[config.mk]
export PLATFORM = sky130hd
export DESIGN_NAME = nearest_timestamp_frame_matcher
export DESIGN_NICKNAME = d
export VERILOG_FILES = /design/src/rtl/ntfm_pkg.sv /design/src/rtl/ntfm_ram.sv /design/src/rtl/ntfm_core.sv /design/src/rtl/nearest_timestamp_frame_matcher.sv
export SDC_FILE = /design/constraint.sdc
export NUM_CORES = 2
export LEC_CHECK = 0
export BUFFER_PORTS_ARGS = -buffer_cell sky130_fd_sc_hd__buf_2
export CAP_MARGIN = 20
export CELL_PAD_IN_SITES_DETAIL_PLACEMENT = 0
export CELL_PAD_IN_SITES_GLOBAL_PLACEMENT = 2
export CORE_ASPECT_RATIO = 0.7
export CORE_MARGIN = 4
export CORE_UTILIZATION = 46
export DETAILED_ROUTE_END_ITERATION = 12
export GPL_TIMING_DRIVEN = 0
export MAX_ROUTING_LAYER = met4
export PLACE_DENSITY = 0.77
export SLEW_MARGIN = 20
export SYNTH_ARGS = -nofsm -noshare
export SYNTH_HDL_FRONTEND = slang
export SYNTH_HIERARCHICAL = 1
export SYNTH_SLANG_ARGS = --single-unit
[constraint.sdc]
create_clock -name clk -period 16.1 [get_ports clk]
set_clock_uncertainty 0.05 [all_clocks]
set_input_delay 1.61 -clock clk [delete_from_list [all_inputs] [get_ports clk]]
set_output_delay 1.61 -clock clk [all_outputs]
set_load 0.01 [all_outputs]
[src/rtl/ntfm_pkg.sv]
package ntfm_pkg;

  localparam int DEPTH     = 16;
  localparam int IDX_W     = $clog2(DEPTH);
  localparam int STAMP_W   = 48;
  localparam int TAG_W     = 16;
  localparam int ENTRY_W   = STAMP_W + TAG_W;
  localparam int CFG_IDX_W = 8;

  localparam logic [CFG_IDX_W-1:0] CFG_KEEPALIVE = CFG_IDX_W'(0);
  localparam logic [CFG_IDX_W-1:0] CFG_TOLERANCE = CFG_IDX_W'(1);

  localparam logic [STAMP_W-1:0] KEEPALIVE_RST = STAMP_W'(1000000);
  localparam logic [STAMP_W-1:0] TOLERANCE_RST = STAMP_W'(50000);

  localparam logic MODE_FRAME = 1'b0;
  localparam logic MODE_SCAN  = 1'b1;

  typedef struct packed {
    logic               mode;
    logic [STAMP_W-1:0] stamp;
    logic [TAG_W-1:0]   frame_tag;
  } in_item_t;

  typedef struct packed {
    logic               matched;
    logic [TAG_W-1:0]   match_tag;
    logic [STAMP_W-1:0] match_stamp;
    logic [STAMP_W-1:0] time_gap;
  } out_item_t;

  typedef struct packed {
    logic [STAMP_W-1:0] prune_age;
    logic [STAMP_W-1:0] match_tolerance;
  } cfg_t;

endpackage

[src/rtl/ntfm_ram.sv]
module ntfm_ram #(
  parameter int WIDTH = 64,
  parameter int DEPTH = 16
) (
  input  logic                     clk,
  input  logic                     we,
  input  logic [$clog2(DEPTH)-1:0] waddr,
  input  logic [WIDTH-1:0]         wdata,
  input  logic                     re,
  input  logic [$clog2(DEPTH)-1:0] raddr,
  output logic [WIDTH-1:0]         rdata
);

  logic [WIDTH-1:0] mem [DEPTH];

  always_ff @(posedge clk) begin
    if (we) begin
      mem[waddr] <= wdata;
    end
    if (re) begin
      rdata <= mem[raddr];
    end
  end

endmodule

[src/rtl/ntfm_core.sv]
module ntfm_core (
  input  logic               clk,
  input  logic               rst,
  input  ntfm_pkg::cfg_t     cfg,
  input  logic               item_valid,
  output logic               item_ready,
  input  ntfm_pkg::in_item_t item,
  output logic               res_valid,
  input  logic               res_ready,
  output ntfm_pkg::out_item_t res
);
  import ntfm_pkg::*;

  typedef enum logic [2:0] {
    S_IDLE, S_PREP, S_SWEEP, S_LAST, S_INS_WR, S_DIFF, S_PICK, S_OUT
  } state_t;

  state_t state;

  logic               mode_q;
  logic [STAMP_W-1:0] stamp_q;
  logic [TAG_W-1:0]   tag_q;
  logic [STAMP_W-1:0] newest;
  logic [STAMP_W-1:0] floor_stamp;
  logic [DEPTH-1:0]   valid;

  logic [IDX_W-1:0]   cnt;
  logic               chk_vld;
  logic [IDX_W-1:0]   chk_idx;

  logic               hit_found;
  logic [IDX_W-1:0]   hit_idx;
  logic               free_found;
  logic [IDX_W-1:0]   free_idx;
  logic               old_found;
  logic [IDX_W-1:0]   old_idx;
  logic [STAMP_W-1:0] old_stamp;

  logic               succ_found;
  logic [STAMP_W-1:0] succ_stamp;
  logic [TAG_W-1:0]   succ_tag;
  logic               pred_found;
  logic [STAMP_W-1:0] pred_stamp;
  logic [TAG_W-1:0]   pred_tag;
  logic [STAMP_W-1:0] d_succ;
  logic [STAMP_W-1:0] d_pred;

  logic               best_found;
  logic [TAG_W-1:0]   best_tag;
  logic [STAMP_W-1:0] best_stamp;
  logic [STAMP_W-1:0] best_gap;

  logic               ram_we;
  logic [IDX_W-1:0]   ram_waddr;
  logic [ENTRY_W-1:0] ram_wdata;
  logic               ram_re;
  logic [ENTRY_W-1:0] ram_rdata;
  logic [STAMP_W-1:0] rd_stamp;
  logic [TAG_W-1:0]   rd_tag;
  logic               rd_valid;

  assign item_ready = (state == S_IDLE);
  assign ram_re     = (state == S_SWEEP);
  assign ram_we     = (state == S_INS_WR);
  assign ram_waddr  = hit_found ? hit_idx : (free_found ? free_idx : old_idx);
  assign ram_wdata  = {stamp_q, tag_q};
  assign rd_stamp   = ram_rdata[ENTRY_W-1:TAG_W];
  assign rd_tag     = ram_rdata[TAG_W-1:0];
  assign rd_valid   = valid[chk_idx];

  ntfm_ram #(
    .WIDTH (ENTRY_W),
    .DEPTH (DEPTH)
  ) u_ram (
    .clk   (clk),
    .we    (ram_we),
    .waddr (ram_waddr),
    .wdata (ram_wdata),
    .re    (ram_re),
    .raddr (cnt),
    .rdata (ram_rdata)
  );

  assign res_valid         = (state == S_OUT);
  assign res.matched       = best_found && (best_gap <= cfg.match_tolerance);
  assign res.match_tag     = best_tag;
  assign res.match_stamp   = best_stamp;
  assign res.time_gap      = best_gap;

  always_ff @(posedge clk) begin
    if (rst) begin
      state   <= S_IDLE;
      valid   <= '0;
      newest  <= '0;
      chk_vld <= 1'b0;
      cnt     <= '0;
    end else begin
      if (chk_vld) begin
        if (mode_q == MODE_FRAME) begin
          if (rd_valid && rd_stamp == stamp_q) begin
            hit_found <= 1'b1;
            hit_idx   <= chk_idx;
          end
          if (!rd_valid && !free_found) begin
            free_found <= 1'b1;
            free_idx   <= chk_idx;
          end
          if (rd_valid && (!old_found || rd_stamp < old_stamp)) begin
            old_found <= 1'b1;
            old_idx   <= chk_idx;
            old_stamp <= rd_stamp;
          end
        end else if (rd_valid) begin
          if (rd_stamp < floor_stamp) begin
            valid[chk_idx] <= 1'b0;
          end else if (rd_stamp >= stamp_q) begin
            if (!succ_found || rd_stamp < succ_stamp) begin
              succ_found <= 1'b1;
              succ_stamp <= rd_stamp;
              succ_tag   <= rd_tag;
            end
          end else if (!pred_found || rd_stamp > pred_stamp) begin
            pred_found <= 1'b1;
            pred_stamp <= rd_stamp;
            pred_tag   <= rd_tag;
          end
        end
      end

      case (state)
        S_IDLE: begin
          if (item_valid) begin
            mode_q     <= item.mode;
            stamp_q    <= item.stamp;
            tag_q      <= item.frame_tag;
            cnt        <= '0;
            hit_found  <= 1'b0;
            free_found <= 1'b0;
            old_found  <= 1'b0;
            succ_found <= 1'b0;
            pred_found <= 1'b0;
            if (item.mode == MODE_SCAN) begin
              if (item.stamp > newest) begin
                newest <= item.stamp;
              end
              state <= S_PREP;
            end else begin
              state <= S_SWEEP;
            end
          end
        end
        S_PREP: begin
          floor_stamp <= (newest >= cfg.prune_age) ?
                         newest - cfg.prune_age : '0;
          state       <= S_SWEEP;
        end
        S_SWEEP: begin
          chk_vld <= 1'b1;
          chk_idx <= cnt;
          if (cnt == IDX_W'(DEPTH - 1)) begin
            state <= S_LAST;
          end else begin
            cnt <= cnt + 1'b1;
          end
        end
        S_LAST: begin
          chk_vld <= 1'b0;
          state   <= (mode_q == MODE_SCAN) ? S_DIFF : S_INS_WR;
        end
        S_INS_WR: begin
          valid[ram_waddr] <= 1'b1;
          state            <= S_IDLE;
        end
        S_DIFF: begin
          d_succ <= succ_stamp - stamp_q;
          d_pred <= stamp_q - pred_stamp;
          state  <= S_PICK;
        end
        S_PICK: begin
          best_found <= succ_found || pred_found;
          if (succ_found && (!pred_found || d_succ <= d_pred)) begin
            best_tag   <= succ_tag;
            best_stamp <= succ_stamp;
            best_gap   <= d_succ;
          end else if (pred_found) begin
            best_tag   <= pred_tag;
            best_stamp <= pred_stamp;
            best_gap   <= d_pred;
          end else begin
            best_tag   <= '0;
            best_stamp <= '0;
            best_gap   <= '0;
          end
          state <= S_OUT;
        end
        S_OUT: begin
          if (res_ready) begin
            state <= S_IDLE;
          end
        end
        default: begin
          state <= S_IDLE;
        end
      endcase
    end
  end

  a_no_rw_overlap: assert property (@(posedge clk) disable iff (rst)
    !(ram_we && ram_re))
    else $error("ram read and write in the same cycle");

  a_newest_monotonic: assert property (@(posedge clk) disable iff (rst)
    !$past(rst) |-> newest >= $past(newest))
    else $error("newest scan stamp decreased");

  a_written_valid: assert property (@(posedge clk) disable iff (rst)
    ram_we |=> valid[$past(ram_waddr)])
    else $error("written entry not marked valid");

  a_free_slot_empty: assert property (@(posedge clk) disable iff (rst)
    (ram_we && !hit_found && free_found) |-> !valid[free_idx])
    else $error("free slot already occupied");

  a_full_has_oldest: assert property (@(posedge clk) disable iff (rst)
    (ram_we && !hit_found && !free_found) |-> old_found)
    else $error("full store without eviction candidate");

endmodule

[src/rtl/nearest_timestamp_frame_matcher.sv]
// Nearest-timestamp frame matcher.
// in channel (in_valid/in_ready/in_data): mode 0 stores a camera frame stamp
// and tag, mode 1 is a lidar scan that asks for the nearest stored frame.
// out channel (out_valid/out_ready/out_data): one result per scan, none per
// frame. cfg channel (cfg_valid/cfg_ready/cfg_index/cfg_data): index 0 is
// the pruning age, index 1 is match_tolerance; other indexes are dropped.
// Write config only while the block is idle.
// Each item makes one pass over the DEPTH-entry frame RAM through its single
// read port, one entry per cycle. A frame is then written into the RAM; a
// scan goes through a difference and a pick step, and its result is then
// registered to out_valid. No new item is taken until the current one is
// done and the block is back to idle.
// The result sits in an output register; while the receiver stalls the block
// still takes and processes frames, and holds a following scan's result
// until the register frees up.
// Reset (rst, synchronous) clears all valid bits, the newest scan stamp and
// restores the default keepalive and tolerance values.
module nearest_timestamp_frame_matcher (
  input  logic                          clk,
  input  logic                          rst,
  input  logic                          in_valid,
  output logic                          in_ready,
  input  ntfm_pkg::in_item_t            in_data,
  output logic                          out_valid,
  input  logic                          out_ready,
  output ntfm_pkg::out_item_t           out_data,
  input  logic                          cfg_valid,
  output logic                          cfg_ready,
  input  logic [ntfm_pkg::CFG_IDX_W-1:0] cfg_index,
  input  logic [ntfm_pkg::STAMP_W-1:0]  cfg_data
);
  import ntfm_pkg::*;

  cfg_t      cfg;
  logic      res_valid;
  logic      res_ready;
  out_item_t res;

  assign cfg_ready = 1'b1;
  assign res_ready = !out_valid || out_ready;

  always_ff @(posedge clk) begin
    if (rst) begin
      cfg.prune_age       <= KEEPALIVE_RST;
      cfg.match_tolerance <= TOLERANCE_RST;
    end else if (cfg_valid) begin
      case (cfg_index)
        CFG_KEEPALIVE: cfg.prune_age       <= cfg_data;
        CFG_TOLERANCE: cfg.match_tolerance <= cfg_data;
        default: ;
      endcase
    end
  end

  always_ff @(posedge clk) begin
    if (rst) begin
      out_valid <= 1'b0;
    end else if (res_ready) begin
      out_valid <= res_valid;
      if (res_valid) begin
        out_data <= res;
      end
    end
  end

  ntfm_core u_core (
    .clk        (clk),
    .rst        (rst),
    .cfg        (cfg),
    .item_valid (in_valid),
    .item_ready (in_ready),
    .item       (in_data),
    .res_valid  (res_valid),
    .res_ready  (res_ready),
    .res        (res)
  );

endmodule

==> out/results.ini <==
[setup_path]
endpoint_kind = register
r2r_end = u_core/succ_stamp[3]$_DFFE_PP_
regToRegSetupSlack_ps = 9860
crit_path_start = u_core/stamp_q[1]$_DFFE_PP_
rr_worst_depth = 18
path_class = register to register
required_ps = 16630
startpoint_type = register
cp_max_fo = 19
r2r_start = u_core/stamp_q[1]$_DFFE_PP_
worstPathArrival_ps = 6770

[global_routing]
gr-usage-all-layers_pct = 25.0
grt_pass1_vias = 49600
grt_max_degree = 38
antenna_found_initial = 8
grt_pass1_wl_um = 342000
grt_remaining_overflow = 0

[timing]
slew_headroom_pct = 20.2
maxSlewViolCount = 0
fin_ws_ps = 9860
period_share_pct = 38.7
fmax_ghz = 0.160
hold_violations = 0
rsz0062_at_grt = no
tns_ps = 0
period_minus_slack_ps = 6240
worst_pin_slew_ps = 1200
report.final.setup_viol = 0

[cts]
clk_pin_slew_worst_paths_ps = 60
clock_latency_ps = 840
cts_setup_buffers = 0
cts_tree = built
clkSinkCount = 1889
cts_buffers = 183
ctsRootBufferMaster = clkbuf_16
cts_buffer_depth = 3
cts_resized = 0
holdBufCountCts = 0
cts_max_level = 4

[routing]
wire_per_inst_um = 26.3
viasPerCell = 5.70
drt-initial-drc-count = 5426
ant_nets = 0
drc = 0
via_count = 50800
wl_um = 234000
first_pass_iters = 5

[yosys]
synthCells = 5681
synth_common_cells = edfxtp_1 (1,720), ha_1 (524), inv_1 (479), mux4_2 (261), nor2_1 (261)
synth.distinct_cells = 105
synth_edf_count = 1720
synth_nets = 6334
avgSynthCellArea_um2 = 15.0
yosysWarnings = 6
synth_seq_cells = 1889
yosysMostFrequentCell = edfxtp_1
synth_async_sr_flop_share_pct = 0
synth_top_cell_area_share_pct = 60.4
syn_area_um2 = 85400
synth-main-ff-cell = edfxtp_1
yosysTopAreaCell = edfxtp_1
synth_seq_area_share_pct = 64.4
ys_top_cells_by_area = edfxtp_1 (60%), ha_1 (7.7%), mux4_2 (6.9%)

[hold_path]
hold_path_class = register to register
min_to = out_data[80]$_DFFE_PP_
hp-start = u_core/best_stamp[32]$_DFFE_PP_
whs_path_depth = 0

[floorplanning]
start_util_pct = 46.2
die_area_um2 = 193000
coreArea_um2 = 185000
io_pins = 242
rows = 132
die_h_um = 369
die_w_um = 523

[cells_and_area]
area_growth_syn_to_layout_pct = 14.7
nets = 6911
multi_input_area_um2 = 27700
finalNonFillerCells = 8905
nFillCells = 15200
regArea_um2 = 55000
utilization_pct = 53.0
final_layout_size_suffix_gt1_share_pct = 17.3

[job]
maxCapViolCount = 0

[placement]
dp.cells = 8551
place_hpwl_um = 175000
gp_congestion = 0.890
port_buffers = 238
place_ws_ps = 9980

[status]
outcome = finished clean

[pwr]
power_leakage_nw = 36.2
powerDensity_nw_per_um2 = 111
power.total_mw = 10.8
peakVddDrop_mv = 0.113

cell families (layout without fill, tap and decap cells):
kind of cell | Yosys count | count (layout) | share of synthesized area, %
flip-flops | 1889 | 1889 | 64.4
AO/OA/AOI/OAI | 1074 | 1074 | 8.84
AND/OR/NAND/NOR | 980 | 980 | 5.81
buffers and inverters | 680 | 1415 | 3.36
adder cells (fa/ha/maj) | 527 | 527 | 7.74
multiplexers | 402 | 402 | 8.53
XOR/XNOR | 128 | 128 | 1.31
other | 1 | 11 | 0.00439
layout by cell type, fill, tap and decap left out, types with 39 or more instances in the layout:
master     instances
nor2b_1           39
edfxtp_1        1720
nand3_1           49
a21o_1           256
xor2_1            45
nand2b_1         144
buf_2            293
xnor2_1           83
mux2i_1          141
a21oi_1          223
clkbuf_16        185
o21ai_0           93
dfxtp_1          169
a22o_1            95
nand4_1          115
buf_6             42
buf_4             79
nand2_1          213
ha_1             524
nor2_1           247
mux4_2           261
inv_1            478
clkbuf_1         131
o21ai_1           46
a22oi_1          128
state kept, by name, indices dropped and copies added (netlist names), 64 cells and up:
register,flops
out_data,113
u_core/u_ram/mem,1024
u_core/u_ram/rdata,64
cfg,96
how the worst max path moves through the flow:
stage	depth (start not counted)	slack, ps	to
after floorplan	2	4300	u_core/d_pred[0]$_DFFE_PP_
after global placement	3	-2190	out_data[52]$_DFFE_PP_
after detailed placement	18	9980	u_core/succ_stamp[1]$_DFFE_PP_
after CTS	18	9920	u_core/succ_stamp[2]$_DFFE_PP_
after global routing	18	9450	u_core/succ_stamp[4]$_DFFE_PP_
final	18	9860	u_core/succ_stamp[3]$_DFFE_PP_
worst max-delay path, cell delays in order, from the launching register on:
cell	delay, ps
edfxtp_1	900
inv_1	270
ha_1	390
nor2b_1	140
o21ai_0	150
nand2b_1	80
a21oi_1	320
nor3_1	80
a2111oi_0	580
o21ai_0	540
a221o_1	580
a221oi_2	550
nor4_2	170
buf_4	210
buf_2	190
buf_2	190
buf_2	200
buf_2	200
buf_2	190
power breakdown:
| group | leakage [nW] | switching (mW) | internal (mW) |
|---|---|---|---|
| Clock | 2.95 | 1.93 | 2.43 |
| Sequential | 16.9 | 0.0993 | 5.43 |
| Combinational | 16.4 | 0.570 | 0.380 |
area by class of cell:
class | instances | area share [%]
clock buffers | 218 | 4.86
clock inverters | 125 | 1.35
multi-input cells | 3112 | 28.3
flip-flops and latches | 1889 | 56.1
inverters | 481 | 1.84
diodes | 10 | 0.0255
plain buffers | 199 | 1.10
repair buffers | 392 | 3.21
well taps | 2479 | 3.16
through the flow:
step | area, µm² | hold slack (ps)
after global routing | 98000 | 375
after global placement | 89700 | 353
final | 98000 | 367
after detailed placement | 91900 | 355
after floorplan | 85400 | 350
after CTS | 98000 | 369
per-layer routing:
| layer | routed length (µm) | global-route usage [%] |
|---|---|---|
| met1 | 114000 | 38.8 |
| met3 | 19300 | 5.18 |
| met5 | 0 | - |
| met4 | 5000 | 5.27 |
| met2 | 96200 | 33.6 |
(Power assumes the default switching activity.)
